## config.mk

```make
export PLATFORM = sky130hd
export DESIGN_NAME = compressed_block_bit_map_builder_top
export DESIGN_NICKNAME = d
export VERILOG_FILES = /design/src/hw/rtl/cbbm_pkg.sv /design/src/hw/rtl/compressed_block_bit_map_builder_top.sv /design/src/hw/rtl/cbbm_step.sv /design/src/hw/rtl/cbbm_out_buf.sv
export SDC_FILE = /design/constraint.sdc
export NUM_CORES = 2
export LEC_CHECK = 0
export ABC_CLOCK_PERIOD_IN_PS = 20500
export BUFFER_PORTS_ARGS = -buffer_cell sky130_fd_sc_hd__clkbuf_2
export CAP_MARGIN = 15
export CORE_MARGIN = 2
export CORE_UTILIZATION = 55
export CTS_CLUSTER_DIAMETER = 50
export DETAILED_ROUTE_END_ITERATION = 6
export HOLD_SLACK_MARGIN = 0.1
export PLACE_DENSITY = 0.72
export SLEW_MARGIN = 10
export SYNTH_ARGS = -nofsm -noshare
export SYNTH_HDL_FRONTEND = slang
export SYNTH_SLANG_ARGS = --single-unit
```

## constraint.sdc

```tcl
create_clock -name aclk -period 20.5 [get_ports aclk]
set_input_delay 6.15 -clock aclk [delete_from_list [all_inputs] [get_ports aclk]]
set_output_delay 6.15 -clock aclk [all_outputs]
set_load 0.03 [all_outputs]
```

## src/hw/rtl/cbbm_pkg.sv

```systemverilog
// Shared types and constants of the compressed block bit map builder.
package cbbm_pkg;

    localparam int unsigned BLOCK_BITS_W = 29;
    localparam int unsigned SKIP_W       = 3;
    localparam int unsigned OFFSET_W     = 45;
    localparam int unsigned SIZE_W       = 46;
    localparam int unsigned FOOTER_BYTES = 8;
    localparam int unsigned RESULTS_MAX  = 3;

    typedef enum logic [1:0] {
        KIND_BLOCK   = 2'd0,
        KIND_SUMMARY = 2'd1,
        KIND_ERROR   = 2'd2
    } kind_t;

    typedef enum logic [1:0] {
        REG_BLOCK_SIZE   = 2'd0,
        REG_BLOCK_COUNT  = 2'd1,
        REG_TOTAL_LENGTH = 2'd2
    } reg_index_t;

    typedef struct packed {
        logic [31:0] block_size;
        logic [31:0] block_count;
        logic [39:0] total_length;
    } cfg_t;

    // running state apart from the bit position, whose width is a parameter
    typedef struct packed {
        logic [31:0]         group_outs;
        logic [31:0]         group_bits;
        logic [31:0]         blocks_emitted;
        logic [47:0]         outs_sum;
        logic [OFFSET_W-1:0] first_byte_offset;
        logic                failed;
    } run_state_t;

    typedef struct packed {
        kind_t                   kind;
        logic [31:0]             block_index;
        logic [SKIP_W-1:0]       skip_bits;
        logic [BLOCK_BITS_W-1:0] bit_size;
        logic [OFFSET_W-1:0]     data_offset;
        logic [SIZE_W-1:0]       sync_data_size;
        logic                    ok;
        logic                    last;
    } result_t;

endpackage

```

## src/hw/rtl/compressed_block_bit_map_builder_top.sv

```systemverilog
// Top level of the compressed block bit map builder.
//
// Map entries arrive on the s_ stream (bit count, output byte count, tlast on the final
// entry) and results leave on the m_ stream, kind in tuser. An entry is registered, then
// worked out combinationally against the running accumulators, and its results (up to two
// block records and a summary or an error) are loaded into a three-slot result buffer
// once the buffer is free; the first result is offered from the buffer slot registers,
// after the input register. An entry can be taken every cycle while each entry
// gives at most one result and m_tready is high; an entry that gives more results
// holds the next one while the buffer drains, one result per transfer.
// The user must write registers on the cfg_ channel only while no entry is in flight;
// the block does not enforce it. There is no clearing pass after reset.
module compressed_block_bit_map_builder_top import cbbm_pkg::*; #(
    parameter int unsigned POS_WIDTH = 48
) (
    input  logic         aclk,
    input  logic         aresetn,
    input  logic         s_tvalid,
    output logic         s_tready,
    input  logic [31:0]  s_tdata,   // bit_count[15:0], out_count[30:16], zero[31]
    input  logic         s_tlast,
    output logic         m_tvalid,
    input  logic         m_tready,
    // block_index[31:0], skip_bits[34:32], bit_size[63:35], data_offset[108:64],
    // sync_data_size[154:109], ok[155], zero[159:156]
    output logic [159:0] m_tdata,
    output logic [1:0]   m_tuser,   // kind[1:0]
    output logic         m_tlast,
    input  logic         cfg_valid,
    output logic         cfg_ready,
    input  logic [1:0]   cfg_index,
    input  logic [39:0]  cfg_data
);

    cfg_t                 cfg_reg;
    run_state_t           st_reg;
    run_state_t           st_next;
    logic [POS_WIDTH-1:0] bit_pos_reg;
    logic [POS_WIDTH-1:0] bit_pos_next;
    logic                 item_valid_reg;
    logic [15:0]          item_bits_reg;
    logic [14:0]          item_outs_reg;
    logic                 item_last_reg;
    result_t [RESULTS_MAX-1:0] step_results;
    logic [1:0]           step_count;
    logic                 buf_free;
    logic                 fire;
    result_t              out_result;

    assign cfg_ready = 1'b1;
    assign fire      = item_valid_reg && buf_free;
    assign s_tready  = !item_valid_reg || buf_free;

    always_ff @(posedge aclk) begin
        if (!aresetn) begin
            cfg_reg.block_size   <= 32'd2048;
            cfg_reg.block_count  <= 32'd1;
            cfg_reg.total_length <= 40'd1;
        end else if (cfg_valid && cfg_ready) begin
            unique case (cfg_index)
                REG_BLOCK_SIZE:   cfg_reg.block_size   <= cfg_data[31:0];
                REG_BLOCK_COUNT:  cfg_reg.block_count  <= cfg_data[31:0];
                REG_TOTAL_LENGTH: cfg_reg.total_length <= cfg_data;
                default: ;
            endcase
        end
    end

    // input register
    always_ff @(posedge aclk) begin
        if (!aresetn) begin
            item_valid_reg <= 1'b0;
        end else if (s_tvalid && s_tready) begin
            item_valid_reg <= 1'b1;
        end else if (fire) begin
            item_valid_reg <= 1'b0;
        end
    end

    always_ff @(posedge aclk) begin
        if (s_tvalid && s_tready) begin
            item_bits_reg <= s_tdata[15:0];
            item_outs_reg <= s_tdata[30:16];
            item_last_reg <= s_tlast;
        end
    end

    // advance the accumulators as the entry's results go into the buffer
    always_ff @(posedge aclk) begin
        if (!aresetn) begin
            st_reg      <= '0;
            bit_pos_reg <= '0;
        end else if (fire) begin
            st_reg      <= st_next;
            bit_pos_reg <= bit_pos_next;
        end
    end

    cbbm_step #(
        .POS_WIDTH(POS_WIDTH)
    ) u_step (
        .cfg          (cfg_reg),
        .st           (st_reg),
        .bit_pos      (bit_pos_reg),
        .bit_count    (item_bits_reg),
        .out_count    (item_outs_reg),
        .is_last      (item_last_reg),
        .st_next      (st_next),
        .bit_pos_next (bit_pos_next),
        .results      (step_results),
        .result_count (step_count)
    );

    cbbm_out_buf u_out_buf (
        .aclk         (aclk),
        .aresetn      (aresetn),
        .load         (fire),
        .load_results (step_results),
        .load_count   (step_count),
        .free         (buf_free),
        .out_valid    (m_tvalid),
        .out_ready    (m_tready),
        .out_result   (out_result)
    );

    assign m_tdata = {4'b0, out_result.ok, out_result.sync_data_size,
                      out_result.data_offset, out_result.bit_size,
                      out_result.skip_bits, out_result.block_index};
    assign m_tuser = out_result.kind;
    assign m_tlast = out_result.last;

    a_final_is_last: assert property (@(posedge aclk) disable iff (!aresetn)
        m_tvalid && (m_tuser != KIND_BLOCK) |-> m_tlast)
        else $error("summary or error result without tlast");

    a_block_nonempty: assert property (@(posedge aclk) disable iff (!aresetn)
        m_tvalid && (m_tuser == KIND_BLOCK) |-> (m_tdata[63:35] != '0))
        else $error("block record with zero bit size");

    a_error_clean: assert property (@(posedge aclk) disable iff (!aresetn)
        m_tvalid && (m_tuser == KIND_ERROR) |-> (m_tdata == '0))
        else $error("error result carries data");

    a_map_end_clears: assert property (@(posedge aclk) disable iff (!aresetn)
        fire && item_last_reg |=> (bit_pos_reg == '0) && !st_reg.failed &&
                                  (st_reg.blocks_emitted == '0))
        else $error("state not cleared after final entry");

endmodule

```

## src/hw/rtl/cbbm_step.sv

```systemverilog
// Per-entry datapath: next running state and up to three results of one map entry.
module cbbm_step import cbbm_pkg::*; #(
    parameter int unsigned POS_WIDTH = 48
) (
    input  cfg_t                        cfg,
    input  run_state_t                  st,
    input  logic [POS_WIDTH-1:0]        bit_pos,
    input  logic [15:0]                 bit_count,
    input  logic [14:0]                 out_count,
    input  logic                        is_last,
    output run_state_t                  st_next,
    output logic [POS_WIDTH-1:0]        bit_pos_next,
    output result_t [RESULTS_MAX-1:0]   results,
    output logic [1:0]                  result_count
);

    localparam int unsigned EXT_W = POS_WIDTH + 48;

    always_comb begin
        logic [31:0]          go;
        logic [31:0]          gb;
        logic [31:0]          be;
        logic [OFFSET_W-1:0]  fbo;
        logic [POS_WIDTH-1:0] bp;
        logic [48:0]          sum49;
        logic [47:0]          outs_sum_n;
        logic [32:0]          sum33;
        logic [EXT_W-1:0]     ext;
        logic [EXT_W-1:0]     size_ext;
        logic                 err;
        logic                 skip;
        logic [1:0]           k;

        go   = st.group_outs;
        gb   = st.group_bits;
        be   = st.blocks_emitted;
        fbo  = st.first_byte_offset;
        bp   = bit_pos;
        err  = 1'b0;
        k    = 2'd0;
        results = '0;
        sum49 = {1'b0, st.outs_sum} + 49'(out_count);
        outs_sum_n = sum49[48] ? '1 : sum49[47:0];
        st_next = st;
        bit_pos_next = bit_pos;
        skip = 1'b0;
        sum33 = '0;
        ext = '0;
        size_ext = '0;

        if (st.failed) begin
            if (is_last) begin
                results[0].kind = KIND_ERROR;
                k = 2'd1;
            end
        end else begin
            skip = (out_count == '0) &&
                   (((be == '0) && (go == '0)) || (be >= cfg.block_count));
            if (skip) begin
                bp = bp + POS_WIDTH'(bit_count);
            end else begin
                // overfull: close the group first if it is exactly full
                if (({1'b0, go} + 33'(out_count)) > {1'b0, cfg.block_size}) begin
                    if (go != cfg.block_size || be >= cfg.block_count ||
                        gb == '0 || gb[31:BLOCK_BITS_W] != '0) begin
                        err = 1'b1;
                    end else begin
                        ext = EXT_W'(bp);
                        if (be == '0) fbo = ext[OFFSET_W+2:3];
                        results[k].kind        = KIND_BLOCK;
                        results[k].block_index = be;
                        results[k].skip_bits   = bp[SKIP_W-1:0];
                        results[k].bit_size    = gb[BLOCK_BITS_W-1:0];
                        results[k].data_offset = fbo;
                        k  = k + 2'd1;
                        be = be + 32'd1;
                        bp = bp + POS_WIDTH'(gb);
                        go = '0;
                        gb = '0;
                    end
                end
                if (!err) begin
                    go = go + 32'(out_count);
                    sum33 = {1'b0, gb} + 33'(bit_count);
                    gb = sum33[32] ? '1 : sum33[31:0];
                end
            end

            // flush the open group on the final entry
            if (!err && is_last && go != '0) begin
                if (go > cfg.block_size || be >= cfg.block_count ||
                    gb == '0 || gb[31:BLOCK_BITS_W] != '0) begin
                    err = 1'b1;
                end else begin
                    ext = EXT_W'(bp);
                    if (be == '0) fbo = ext[OFFSET_W+2:3];
                    results[k].kind        = KIND_BLOCK;
                    results[k].block_index = be;
                    results[k].skip_bits   = bp[SKIP_W-1:0];
                    results[k].bit_size    = gb[BLOCK_BITS_W-1:0];
                    results[k].data_offset = fbo;
                    k  = k + 2'd1;
                    be = be + 32'd1;
                    bp = bp + POS_WIDTH'(gb);
                    go = '0;
                    gb = '0;
                end
            end

            if (err) begin
                results[k]      = '0;
                results[k].kind = KIND_ERROR;
                k = k + 2'd1;
            end else if (is_last) begin
                size_ext = EXT_W'(bp >> 3) + EXT_W'(bp[2:0] != '0) +
                           EXT_W'(FOOTER_BYTES);
                results[k].kind           = KIND_SUMMARY;
                results[k].block_index    = be;
                results[k].data_offset    = fbo;
                results[k].sync_data_size = size_ext[SIZE_W-1:0];
                results[k].ok = (outs_sum_n == 48'(cfg.total_length)) &&
                                (be == cfg.block_count) && (go == '0) && (gb == '0);
                k = k + 2'd1;
            end

            st_next.group_outs        = go;
            st_next.group_bits        = gb;
            st_next.blocks_emitted    = be;
            st_next.outs_sum          = outs_sum_n;
            st_next.first_byte_offset = fbo;
            st_next.failed            = err;
            bit_pos_next              = bp;
        end

        if (k != 2'd0) results[k - 2'd1].last = 1'b1;
        // end of map: start afresh with the registers kept
        if (is_last) begin
            st_next      = '0;
            bit_pos_next = '0;
        end
        result_count = k;
    end

endmodule

```

## src/hw/rtl/cbbm_out_buf.sv

```systemverilog
// Result buffer: holds the results of one entry and hands them out one transfer at a time.
module cbbm_out_buf import cbbm_pkg::*; (
    input  logic                      aclk,
    input  logic                      aresetn,
    input  logic                      load,
    input  result_t [RESULTS_MAX-1:0] load_results,
    input  logic [1:0]                load_count,
    output logic                      free,
    output logic                      out_valid,
    input  logic                      out_ready,
    output result_t                   out_result
);

    result_t [RESULTS_MAX-1:0] slot_reg;
    logic [1:0] count_reg;
    logic [1:0] rd_reg;
    logic       pop;

    assign out_valid = (rd_reg < count_reg);
    assign pop       = out_valid && out_ready;
    assign free      = (rd_reg == count_reg) || (pop && (rd_reg + 2'd1 == count_reg));

    always_comb begin
        unique case (rd_reg)
            2'd0:    out_result = slot_reg[0];
            2'd1:    out_result = slot_reg[1];
            default: out_result = slot_reg[2];
        endcase
    end

    always_ff @(posedge aclk) begin
        if (!aresetn) begin
            count_reg <= '0;
            rd_reg    <= '0;
        end else if (load) begin
            count_reg <= load_count;
            rd_reg    <= '0;
        end else if (pop) begin
            rd_reg <= rd_reg + 2'd1;
        end
    end

    always_ff @(posedge aclk) begin
        if (load) slot_reg <= load_results;
    end

endmodule
```

# == Yosys cells after proc, flatten, opt, wreduce, memory -nomap -nowiden ==
# Index checks and enable logic that the tools add are counted.
# word_totals
ff_bits,856
input_bits,80
output_inout_bits,166
wordCells,248
# classes
add_sub_neg,15
order_cmp,11
eq_ne,9
muxes,124
bitwise_logic,3
n_reduce_logical,46
# ops
operator,n
477-bit bitwise mux,12
159-bit demux with 2-bit select,12
477-bit 2-to-1 mux,6
32-bit 2-to-1 mux,28
48-bit 2-to-1 mux,11
45-bit 2-to-1 mux,11
477-bit bitwise AND,1
159-bit 2-to-1 mux,3
477-bit inverter,1
157-bit 2-to-1 mux,3
190-bit 2-to-1 mux,2
111-bit 2-to-1 mux,3
318-bit 2-to-1 mux,1
159-bit one-hot mux with 2 select lines,1
32-bit zero test,7
93-bit 2-to-1 mux,2
125-bit 2-to-1 mux,1
122-bit 2-to-1 mux,1
109-bit 2-to-1 mux,1
48-bit by 32-bit adder with 48-bit output,2
"32-bit by 1-bit adder with 32-bit output, second input constant",2
32-bit greater-or-equal comparator,2
48-bit by 15-bit adder with 49-bit output,1
48-bit by 16-bit adder with 48-bit output,1
other kinds (32),93

# == Logic depth before layout (Yosys ltp) ==
# logic_depth
word_depth,33
mapped_depth,73
ltp_nobuf,63

# == By module ==
# From an unflattened synthesis, not the netlist that was laid out.
# unflattened
cells_unflattened,7967
area_unflattened_um2,64700.8
# modules_own_cells
module,instances,cells_per_inst,area_per_inst_um2,seq_area_each_um2
cbbm_step,1,5416,32118.3,0.0
cbbm_out_buf,1,1036,17286.6,14403.8
compressed_block_bit_map_builder_top,1,1515,15295.9,7827.5

# == Worst setup path after synthesis ==
# OpenSTA, ideal clock, no wires.
# synth_timing
kind,input port to flip-flop
start,input port m_tready
end,register st_reg[189] in the netlist's numbering
setup_ns,0.059
arrival_time_ns,19.064
t_required_ns,20.441
path_slack_ns,1.377
stages,11
path_buffers,2
path_cell_list,nand2_1 -> nor3_1 -> a21oi_1 -> nand2b_1 -> clkinv_1 -> o21ai_1 -> clkbuf_1 -> clkbuf_1 -> nand2_1 -> o21ai_0 -> and2_1
# synth_via
elab_chain_cells,5
# synth_rtl
item,line_no,rtl
"start, declared",compressed_block_bit_map_builder_top.sv:23,"input logic m_tready,"
1-bit logical AND,cbbm_out_buf.sv:20,assign pop = out_valid && out_ready;
1-bit logical AND,cbbm_out_buf.sv:21,assign free = (rd_reg == count_reg) || (pop && (rd_reg + 2'd1 == count_reg));
1-bit logical OR,cbbm_out_buf.sv:21,
1-bit logical AND,compressed_block_bit_map_builder_top.sv:51,assign fire = item_valid_reg && buf_free;
via fire,compressed_block_bit_map_builder_top.sv:47,logic fire;
2-bit AND reduction (no source line),-,
"end signal, assigned",compressed_block_bit_map_builder_top.sv:94,st_reg <= st_next;
"end, declared",compressed_block_bit_map_builder_top.sv:36,run_state_t st_reg;
# The timed path passes the listed nets, and every way through them passes these cells.
# A chain may end at the register's enable or synchronous reset.

# == Final worst setup path ==
# layout_timing
start,register item_outs_reg[1]
end,register u_out_buf.slot_reg[136] in the netlist's numbering (data pin)
# layout_via
elab_chain_cells,29
elab_cells_between_ends,103
classes_between,add/sub: 7; order compare: 7; mux: 73; bitwise: 2; reduce/logical: 14
# layout_rtl
item,line_no,rtl
"start, declared",compressed_block_bit_map_builder_top.sv:42,logic [14:0] item_outs_reg;
"start signal, assigned",compressed_block_bit_map_builder_top.sv:83,item_outs_reg <= s_tdata[30:16];
32-bit by 15-bit adder with 33-bit output,cbbm_step.sv:63,"if (({1'b0, go} + 33'(out_count)) > {1'b0, cfg.block_size}) begin"
33-bit by 32-bit > comparator with 1-bit output,cbbm_step.sv:63,
32-bit 2-to-1 mux,cbbm_step.sv:63,
32-bit 2-to-1 mux,cbbm_step.sv:59,if (skip) begin
32-bit 2-to-1 mux,cbbm_step.sv:51,if (st.failed) begin
32-bit by 15-bit adder with 32-bit output / 32-bit by 16-bit adder with 33-bit output (equally long branches),"cbbm_step.sv:83, cbbm_step.sv:84",
32-bit 2-to-1 mux (on tied branches),"cbbm_step.sv:82, cbbm_step.sv:85",
32-bit 2-to-1 mux (on tied branches),"cbbm_step.sv:59, cbbm_step.sv:82",
[... 13 more ...],-,
477-bit bitwise mux,cbbm_step.sv:119,results[k].data_offset = fbo;
477-bit bitwise mux,cbbm_step.sv:120,results[k].sync_data_size = size_ext[SIZE_W-1:0];
477-bit bitwise mux,cbbm_step.sv:121,results[k].ok = (outs_sum_n == 48'(cfg.total_length)) &&
477-bit 2-to-1 mux,cbbm_step.sv:114,end else if (is_last) begin
477-bit 2-to-1 mux,cbbm_step.sv:110,if (err) begin
157-bit 2-to-1 mux,cbbm_step.sv:51,
477-bit bitwise mux,cbbm_step.sv:135,if (k != 2'd0) results[k - 2'd1].last = 1'b1;
477-bit 2-to-1 mux (*),cbbm_step.sv:135,
"end signal, assigned",cbbm_out_buf.sv:44,if (load) slot_reg <= load_results;
"end, declared",cbbm_out_buf.sv:14,result_t [RESULTS_MAX-1:0] slot_reg;
# Mark *: on every way between the ends. The rest lies on a longest branch, timed or not. The select of a mux whose other input is x is not followed.

==> Implementation_results.wiki <==
{| class="wikitable"
! Metric !! Value
|-
| Result of the run || finished, final reports clean
|-
| Number of global-route vias before repair || 50,710
|-
| EDFF count, synth || 477
|-
| Overall routing resource usage || 0.3778
|-
| H-tree depth reported by CTS || 3
|-
| Post-layout utilization of the core || 0.6125
|-
| Critical Path Start Type || register
|-
| Clock buffer depth || 3
|-
| Global-route wire length before repair || 310.2 mm
|-
| Transition time at the pin with the least slew margin || 1.260 ns
|-
| Overflow left after global routing || 0
|-
| Cell leakage power || 24.65 nW
|-
| Clock sink total || 824
|-
| Die Ht || 326.7 um
|-
| Number of antenna violations at the first check in global routing || 5
|-
| Slowest cell delay on critical path || 0.92 ns
|-
| Worst setup EP type || register
|-
| CTS tree || built
|-
| Count of routing violations after the opening detailed-route iteration || 5,893
|-
| Fill cells || 9,064
|-
| Die X || 326.7 um
|-
| Main synth FF type || sky130_fd_sc_hd__edfxtp_1
|-
| Maximum fanout along the worst path || 34
|-
| Syn-to-layout area delta || 10.50%
|-
| Mapped cell area || 0.05728 sq mm
|-
| Path type of the worst min-delay path || register to register
|-
| Routed Antenna Nets || 0
|-
| Layout cells sized above 1 || 0.09593
|-
| Vias per Instance || 6.512
|-
| Skew final || 0.07973 ns
|-
| Highest clock rate || 0.06052 GHz
|-
| Number of pins exceeding their max-slew limit in the final report || 0
|-
| Post-Route Setup TNS || 0 ns
|-
| Count of boundary I/O pins || 246
|-
| Max VDD drop || 0.00007328 V
|-
| Pin count of the biggest net entering global routing || 210
|-
| Clock network latency to the later pin of the worst-skew pair || 0.76 ns
|-
| Total number of yosys warnings || 0
|-
| Aggregate routed wire length || 208.3 mm
|-
| Distinct cell type count after synthesis || 108
|-
| Commonest cells after routing, fill and taps aside || 981 x sky130_fd_sc_hd__nand2_1, 596 x sky130_fd_sc_hd__nor2_1, 477 x sky130_fd_sc_hd__edfxtp_1
|-
| Master cell of the clock root buffer || sky130_fd_sc_hd__clkbuf_16
|-
| Initial core utilization || 0.5542
|-
| Area after DPL || 0.05956 sq mm
|-
| Average wire length per cell after detail routing || 25.06 um
|-
| Post-route minimum period || 16.52 ns
|-
| Number of cell rows || 118
|-
| Half-perimeter wire length after placement || 146.9 mm
|-
| N_diodes || 0
|-
| Worst slew slack as a fraction of its limit || 0.1508
|-
| Number of endpoints failing setup at the final stage || 0
|-
| Core Area || 0.1033 sq mm
|-
| Share of synthesized flip-flops with an asynchronous set or reset || 0
|-
| Slowest-stage cell, CP || sky130_fd_sc_hd__nand3_1
|-
| #FFs+latches synth || 824
|-
| Critical path buffer and inverter count || 5
|-
| Post-CTS Resized || 0
|-
| Inserted Clock Buffers || 107
|-
| Final estimated routing congestion in global placement || 0.9765
|-
| Gate family responsible for the most delay along the worst path || compound AO/OA/AOI/OAI gates
|-
| Share of synthesized area occupied by flip-flops and latches || 0.3713
|-
| Net count of the finished layout || 7,208
|-
| Detailed-route DRC error count || 0
|-
| Die area || 0.1067 sq mm
|-
| Largest register FFs || 445
|-
| Setup repair after global routing missed its margin || no
|-
| Total of max-cap violations || 0
|-
| Worst endpoint data arrival time || 17.01 ns
|-
| Leading cell type in the layout, fill and taps excluded || sky130_fd_sc_hd__nand2_1
|-
| Average size of a mapped cell || 8.416 sq um
|-
| Total via count in the routed design || 54,130
|-
| Number of detailed-routing iterations run before antenna repair || 7
|-
| Number of buffer cells added on primary ports || 239
|-
| Final hold viol count || 0
|-
| Final worst path period share || 0.8061
|-
| Pwr Density || 85.01 mW/mm^2
|-
| Required time of the critical path || 20.98 ns
|-
| CTS hold repair buffers || 0
|-
| Number of cells produced by synthesis || 6,806
|-
| Post-CTS Setup Bufs || 0
|-
| Post-route design area || 0.06330 sq mm
|-
| Worst Path Class, Setup || register to register
|-
| Clk slew on worst S/H paths || 0.06 ns
|}
-- kinds of logic after synthesis --
logic type	synth area share
and+or+nand+nor	0.2265
AOI/OAI and AO/OA	0.2123
DFF	0.3713
buffers and inverters	0.04497
xor gates and xnor gates	0.05657
adders and majority gates	0.06448
muxes	0.02372
other	0.0001311
-- cell usage after synthesis, types with 37 or more instances --
| cell | n | area (sq um) |
|---|---|---|
| sky130_fd_sc_hd__nand2_1 | 985 | 3697 |
| sky130_fd_sc_hd__o22ai_1 | 59 | 369.1 |
| sky130_fd_sc_hd__a31oi_1 | 43 | 269.0 |
| sky130_fd_sc_hd__a21boi_0 | 128 | 960.9 |
| sky130_fd_sc_hd__edfxtp_1 | 477 | 14320 |
| sky130_fd_sc_hd__and2_1 | 154 | 963.4 |
| sky130_fd_sc_hd__nor4_1 | 85 | 531.8 |
| sky130_fd_sc_hd__o21ai_0 | 342 | 1712 |
| sky130_fd_sc_hd__mux2_2 | 38 | 427.9 |
| sky130_fd_sc_hd__dfxtp_1 | 347 | 6947 |
| sky130_fd_sc_hd__nor3_1 | 136 | 680.7 |
| sky130_fd_sc_hd__or3_1 | 37 | 231.5 |
| sky130_fd_sc_hd__mux2i_1 | 93 | 930.9 |
| sky130_fd_sc_hd__a21oi_1 | 395 | 1977 |
| sky130_fd_sc_hd__nor2_1 | 602 | 2260 |
| sky130_fd_sc_hd__clkbuf_1 | 375 | 1408 |
| sky130_fd_sc_hd__and3_1 | 70 | 437.9 |
| sky130_fd_sc_hd__o21a_1 | 71 | 533.0 |
| sky130_fd_sc_hd__ha_1 | 284 | 3553 |
| sky130_fd_sc_hd__nand4_1 | 117 | 732.0 |
| sky130_fd_sc_hd__inv_1 | 215 | 807.0 |
| sky130_fd_sc_hd__a22o_1 | 50 | 437.9 |
| sky130_fd_sc_hd__xor2_1 | 128 | 1121 |
| sky130_fd_sc_hd__nor2b_1 | 178 | 1114 |
| sky130_fd_sc_hd__a22oi_1 | 317 | 2380 |
| sky130_fd_sc_hd__a211oi_1 | 47 | 352.8 |
| sky130_fd_sc_hd__xnor2_1 | 221 | 1936 |
| sky130_fd_sc_hd__a21o_1 | 96 | 720.7 |
| sky130_fd_sc_hd__nand3_1 | 170 | 850.8 |
-- layer usage --
layer	up-vias	wire length, um	track usage	part of all wire
met5	-	34	0	0.00016
met4	6	12760	0.2082	0.061
met3	618	19810	0.06546	0.095
met2	2990	93370	0.5959	0.45
met1	25730	82350	0.4933	0.40
li1	24790	-	-	-
-- cell type report --
class / instances / area (sq um) / area share
clock buffers: 128 / 2848 / 0.04499
repair buffers: 347 / 2077 / 0.03281
multi-input cells: 5339 / 33670 / 0.5319
well taps: 1380 / 1727 / 0.02728
flip-flops and latches: 824 / 21270 / 0.3360
clock inverters: 76 / 879.6 / 0.01390
inverters: 218 / 827.0 / 0.01307
-- stage by stage --
step / instances / setup slack (ns) / power [mW] / hold WS (ns)
floorplan: 6821 / 1.377 / 2.939 / 0.4435
global placement: 8106 / 4.774 / 3.412 / 0.4531
detailed placement: 8107 / 4.561 / 3.428 / 0.4616
CTS: 8311 / 4.442 / 5.362 / 0.4711
global route: 8312 / 3.262 / 5.545 / 0.4974
finish: 8312 / 3.976 / 5.381 / 0.4681
-- power by group --
part / internal [mW] / total (mW) / switching, mW
combinational: 0.382 / 1.49 / 1.11
clock: 1.12 / 1.94 / 0.822
sequential: 1.88 / 1.94 / 0.0625
-- tightest hold or removal path, cell delays in order, from the launching register on --
cell and delay, ns:
sky130_fd_sc_hd__dfxtp_1 0.31, sky130_fd_sc_hd__nand2_1 0.05, sky130_fd_sc_hd__a21boi_0 0.06
-- final timing paths --
check | slack (ns) | to | cells after the start | start
hold / removal | 0.47 | st_reg[52] | 2 | st_reg[52]
setup / recovery | 3.98 | u_out_buf.slot_reg[136] | 56 | item_outs_reg[1]
setup reg to reg | 3.98 | u_out_buf.slot_reg[136] | 56 | item_outs_reg[1]
hold reg to reg | 0.47 | st_reg[52] | 2 | st_reg[52]
Note: power is estimated with default switching activity, not from simulation.
